## src/rtl/core/lzw_pkg.sv

```systemverilog
// shared types and constants for the lz77 window copy block
package lzw_pkg;

  localparam int BYTE_W = 8;
  localparam int DIST_W = 22;
  localparam int CODE_W = 8;
  localparam int LEN_W  = 9;
  localparam int CNT_W  = 4;
  localparam int KIND_W = 2;
  localparam int SLOT_W = 2;
  localparam int IDX_W  = 2;

  // token kinds
  localparam logic [KIND_W-1:0] KIND_LITERAL = 2'd0;
  localparam logic [KIND_W-1:0] KIND_REPEAT  = 2'd1;
  localparam logic [KIND_W-1:0] KIND_NEW     = 2'd2;

  // register indexes
  localparam logic [IDX_W-1:0] REG_LEN2_LIMIT = 2'd0;
  localparam logic [IDX_W-1:0] REG_LEN3_LIMIT = 2'd1;

  localparam logic [DIST_W-1:0] LEN2_LIMIT_RESET = 22'd255;
  localparam logic [DIST_W-1:0] LEN3_LIMIT_RESET = 22'd8191;

  // control states
  localparam logic [1:0] ST_CLEAR = 2'd0;
  localparam logic [1:0] ST_IDLE  = 2'd1;
  localparam logic [1:0] ST_RUN   = 2'd2;

  // request to the recent distance ring
  typedef struct packed {
    logic              new_en;
    logic              rep_en;
    logic [SLOT_W-1:0] slot;
    logic [DIST_W-1:0] new_dist;
  } ring_req_t;

endpackage

```

## src/rtl/core/lzw_ring.sv

```systemverilog
// four-entry recent distance ring with move-to-front on reuse
module lzw_ring (
  input  logic                        clk,
  input  logic                        rst,
  input  lzw_pkg::ring_req_t          req,
  output logic [lzw_pkg::DIST_W-1:0]  rd_dist
);

  logic [lzw_pkg::DIST_W-1:0] ring [4];
  logic [1:0]                 ptr;
  logic [1:0]                 ptr_next;
  logic [1:0]                 sel;

  // entry picked for a repeat, or the new distance
  assign sel      = ptr - req.slot;
  assign ptr_next = ptr + 2'd1;
  assign rd_dist  = req.new_en ? req.new_dist : ring[sel];

  // pointer update
  always_ff @(posedge clk) begin
    if (rst) begin
      ptr <= 2'd0;
    end else if (req.new_en) begin
      ptr <= ptr_next;
    end
  end

  // entries: push, or age the younger ones and put the reused one in front
  always_ff @(posedge clk) begin
    if (rst) begin
      for (int i = 0; i < 4; i++) begin
        ring[i] <= '0;
      end
    end else begin
      for (int i = 0; i < 4; i++) begin
        logic [1:0] age;
        age = ptr - 2'(i);
        if (req.new_en) begin
          if (2'(i) == ptr_next) begin
            ring[i] <= req.new_dist;
          end
        end else if (req.rep_en) begin
          if (age == 2'd0) begin
            ring[i] <= ring[sel];
          end else if (age <= req.slot) begin
            ring[i] <= ring[2'(i + 1)];
          end
        end
      end
    end
  end

endmodule

```

## config.mk

```make
export PLATFORM = sky130hd
export DESIGN_NAME = lzw_ring
export DESIGN_NICKNAME = d
export VERILOG_FILES = /design/src/rtl/core/lzw_pkg.sv /design/src/rtl/core/lzw_ring.sv
export SDC_FILE = /design/constraint.sdc
export NUM_CORES = 1
export LEC_CHECK = 0
export ABC_AREA = 0
export BUFFER_PORTS_ARGS = -buffer_cell sky130_fd_sc_hd__buf_2
export CAP_MARGIN = 10
export CORE_MARGIN = 4
export CORE_UTILIZATION = 40
export DETAILED_ROUTE_END_ITERATION = 6
export GPL_TIMING_DRIVEN = 0
export PLACE_DENSITY = 0.61
export SYNTH_ARGS = -nofsm -noshare
export SYNTH_HDL_FRONTEND = slang
export SYNTH_SLANG_ARGS = --single-unit
```

## constraint.sdc

```tcl
create_clock -name clk -period 2.6 [get_ports clk]
set_input_delay 0.26 -clock clk [delete_from_list [all_inputs] [get_ports clk]]
set_output_delay 0.26 -clock clk [all_outputs]
set_load 0.02 [all_outputs]
```

Word level (Yosys, flattened, before mapping)
Memory sizes are Yosys's and may differ from the RTL's. Index checks and enable logic that the tools add are counted.

Bits in registers: 2. RAM bits: 88. Bits of input ports: 28. Memories kept: 1.

Add/sub/neg operators: 5. Magnitude comparators: 4. Eq/ne operators: 3. Multiplexer cells: 75. Bitwise logic cells: 12. Reduce and logical (&&, ||, !) cells: 5.

Memory list: ring (words 4, bits a word 22, rd ports 5, clocked after Yosys merged registers in 0, write ports 4, RTL line lzw_ring.sv:9) `logic [lzw_pkg::DIST_W-1:0] ring [4];`.

Operator list (count): $mux 22 (13); $mux 1 (62); $or 1x1->1 (12); $logic_not 2->1 (5); $le 2x2->1 (4); $eq 2x2->1 const A (2); $sub 2x2->2 const B (2); $add 2x1->2 const B (1); $eq 1x2->1 const A (1); $sub 2x1->2 const B (1); $sub 2x2->2 (1).

Logic depth before layout (Yosys ltp)
Depth after elaboration: 9. Gate-level depth with buffers: 10.

Worst setup path after synthesis
No wires, ideal clock.

Kind: register to register. From: register ptr[0]. To: memory ring[3][2] (netlist name) (data pin). Arrival: 2.448 ns. Slack: -0.110 ns. Stages on the path, launching flop included: 9. Buffers on the path: 1. Period minus slack after synthesis: 2.710 ns. Path through: dfxtp_1 -> inv_1 -> ha_1 -> inv_1 -> fa_1 -> buf_1 -> mux4_2 -> a22o_1 -> mux2_1.

RTL lines: start, declared (RTL line lzw_ring.sv:10) `logic [1:0] ptr;`; start signal, assigned (RTL line lzw_ring.sv:24) `ptr <= ptr_next;`; end, declared (RTL line lzw_ring.sv:9).

Worst setup path in the final report
From: register ptr[0]. To: output port rd_dist[3] (netlist name).

Cells in the longest elaborated chain, start to end: 3.

Ends and longest elaborated chain: $sub 2x2->2 (RTL line lzw_ring.sv:15) `assign sel = ptr - req.slot;`; $mem_v2 4x22; $mux 22 (RTL line lzw_ring.sv:17) `assign rd_dist = req.new_en ? req.new_dist : ring[sel];`; end, declared (RTL line lzw_ring.sv:6) `output logic [lzw_pkg::DIST_W-1:0] rd_dist`.

Every way passes these cells.

==> results.ini <==
[worst_setup_path]
critPathArrivalTime_ns = 2.55
crit_path_start_kind = flip-flop
worstSetupEndpointType = output pin
cp_max_fo = 6
startpoint = ptr[0]
cp.depth = 9
crit_chain = inv_4 -> ha_4 -> inv_4 -> fa_2 -> buf_12 -> buf_8 -> mux4_2 -> mux2_2 -> buf_4
critPathTopFamily = adder cells
crit_path_frequent_cell = inv_4
critPathSlowestCell = fa_2
critPathKind = flip-flop to output pin
crit_buf_inv = 5
rr_startpoint = ptr[0]
r2r_end = ring[3][11]
crit_required_ns = 2.34
critPathCapture = rd_dist[3]
cpPeakStageDelay_ns = 0.55
worst-r2r-setup-slack_ns = -0.02
rr_worst_depth = 10

[cts]
clk_latency_ns = 0.36
root_buffer = clkbuf_16
h-tree-depth = 3
clockBufferDepth = 2
path_clk_slew_ns = 0.06
cts_sinks = 90
numCtsBuffers = 9
ctsHoldBuffers = 0
cts_tree = yes

[sta]
slew_headroom = 0.320
fin_skew_ns = 0.00639
rsz0062_at_grt = yes
tightest_slew_ns = 1.02
drv_slew = 0
fin_crit_sh = 1.08
hold_viol = 0
fin_crit_ns = 2.81
max_freq_ghz = 0.355
post-route-worst-setup-slack_ns = -0.214
finalSetupViolations = 24

[pwr]
comb_power_share = 0.359
clkPwrFrac = 0.255
switching_share = 0.321
leakagePower_nw = 3.22
seqPwrFrac = 0.386
internal_power_mw = 3.26
p_switching_mw = 1.54
power_density_nw_per_um2 = 619
peakVddDrop_uv = 404
p_total_mw = 4.81

[cells_and_area]
final_cells = 834
fin_util = 0.526
final_cell_area_um2 = 7760
areaGrowthSynthToFinish_pct = 26.8
layout-drive-gt1-share = 0.392
nets = 687
nFillCells = 1289
diodes = 0

[floorplanning]
rows = 44
start_util = 0.415
chipHeight_um = 132
die_x_um = 132
coreArea_um2 = 14800
die-area_um2 = 17400
io_pins = 50

[synthesis]
synth_edf_count = 88
synthTopCellsByCount = nand2_1 (94), edfxtp_1 (88), nor2_1 (48)
ys_seq_area_frac = 0.438
yosysTopAreaCell = edfxtp_1
ys_warn_count = 0
synth_nets = 576
synthFlopType = edfxtp_1
synth_area_per_cell_um2 = 11.5
synth_most_common_cell = nand2_1
syn_inst = 534
synth-async-reset-ratio = 0
ys_ff_latch = 90
synthTopCellsByArea = edfxtp_1 (43%), mux2_2 (7.9%), mux4_2 (7.0%)
synth_top_area_share = 0.431
synth_cell_types = 38
syn-cell-area_um2 = 6120

[flow_run]
maxCapViolCount = 0

[drt]
drt-initial-drc-count = 502
wirelength_mm = 21.0
wl_per_cell_um = 25.2
first_pass_iters = 6
drc = 0
viasPerCell = 6.49
antenna_left = 0
num_vias = 5410

[global_routing]
use_met2 = 0.395
grt_pass1_vias = 5525
grt_antenna_before_repair = 0
grt_busiest_layer = met2
grtUsageMet1 = 0.277
grt_overflow_total = 0
grt_use_met3 = 0.0664
track_usage = 0.230
grt_pass1_wl_mm = 31.0
grt_max_degree = 23

[placement]
numPlacedInstances = 769
dpl_worst_slack_ns = -1.11
numPortBuffers = 49
routabilityCongestion = 0.881
place_area_um2 = 6650
hpwl_mm = 12.4

[status]
outcome = finished with violations
violations = negative setup slack

[worst_hold_path]
hp-class = input pin to flip-flop

[cells in the final DEF, fill, tap and decap left out, drive strengths merged, types with 23 or more instances in the layout]
cell type / n
edfxtp: 88
nand2: 94
a311oi: 44
nor2: 50
mux2i: 23
mux2: 45
clkbuf: 32
buf: 131
[worst reg2reg max path: cells and delay by family (launching register included)]
kind	cells	cell delay, ns
buf+inv	5	0.52
flops	1	0.35
mux	2	0.60
compound gates	1	0.22
fa+ha+maj	2	0.69
[stage by stage]
stage | hold slack (ns) | setup TNS (ns)
2_1_floorplan | 0.506 | 0
3_3_place_gp | 0.549 | -71.68
3_5_place_dp | 0.567 | -65.77
4_1_cts | 0.287 | -7.00
5_1_grt | 0.298 | -5.82
6_report | 0.298 | -3.90
[what timing repair did]
action | in CTS | in global routing
gates cloned | 3 | 1
endpoints found under the setup margin | 189 | 130
gates resized for setup | 71 | 79
pin swaps | 3 | 12
buffers inserted | 32 | 26
[kinds of logic (layout without fill, tap and decap cells)]
| group | Yosys count | count (layout) | share of synthesized area |
|---|---|---|---|
| AND/OR/NAND/NOR | 179 | 179 | 0.127 |
| AO/OA/AOI/OAI | 100 | 100 | 0.151 |
| multiplexers | 90 | 90 | 0.203 |
| flip-flops | 90 | 90 | 0.438 |
| buffers and inverters | 60 | 176 | 0.0484 |
| adder cells (fa/ha/maj) | 14 | 14 | 0.0311 |
| XOR/XNOR | 1 | 1 | 0.00143 |
[state kept, by name (all words and copies together), names as in the netlist]
name and count:
ptr 2, ring 88
[final cells by class]
cell class | instances | area (µm²) | share of cell area
plain buffers | 51 | 313 | 0.0403
clock buffers | 12 | 236 | 0.0305
clock inverters | 4 | 18.8 | 0.00242
inverters | 9 | 42.5 | 0.00548
multi-input cells | 384 | 3320 | 0.428
flip-flops and latches | 90 | 2690 | 0.346
well taps | 184 | 230 | 0.0297
repair buffers | 100 | 913 | 0.118
[layer usage]
layer,vias up,wire (µm)
li1,2296,-
met1,2721,8250
met2,333,10300
met3,60,1850
met4,0,532
met5,-,0
[worst min path at each step]
stage | startpoint | to | slack, ns | depth (start not counted)
floorplan | rst | ptr[0] | 0.51 | 2
global placement | ring[0][2] | ring[3][2] | 0.55 | 1
detailed placement | ring[0][3] | ring[3][3] | 0.57 | 1
CTS | rst | ptr[0] | 0.29 | 3
global route | rst | ptr[0] | 0.30 | 3
finish | rst | ptr[0] | 0.30 | 3
[power groups by stage]
stage | logic (mW) | clock network (mW) | registers (mW)
2_1_floorplan | 0.801 | 0 | 1.85
3_3_place_gp | 1.12 | 0 | 1.88
3_5_place_dp | 1.15 | 0 | 1.89
4_1_cts | 1.49 | 1.22 | 1.85
5_1_grt | 1.81 | 1.27 | 1.87
6_report | 1.73 | 1.22 | 1.86
(Power assumes the default switching activity.)
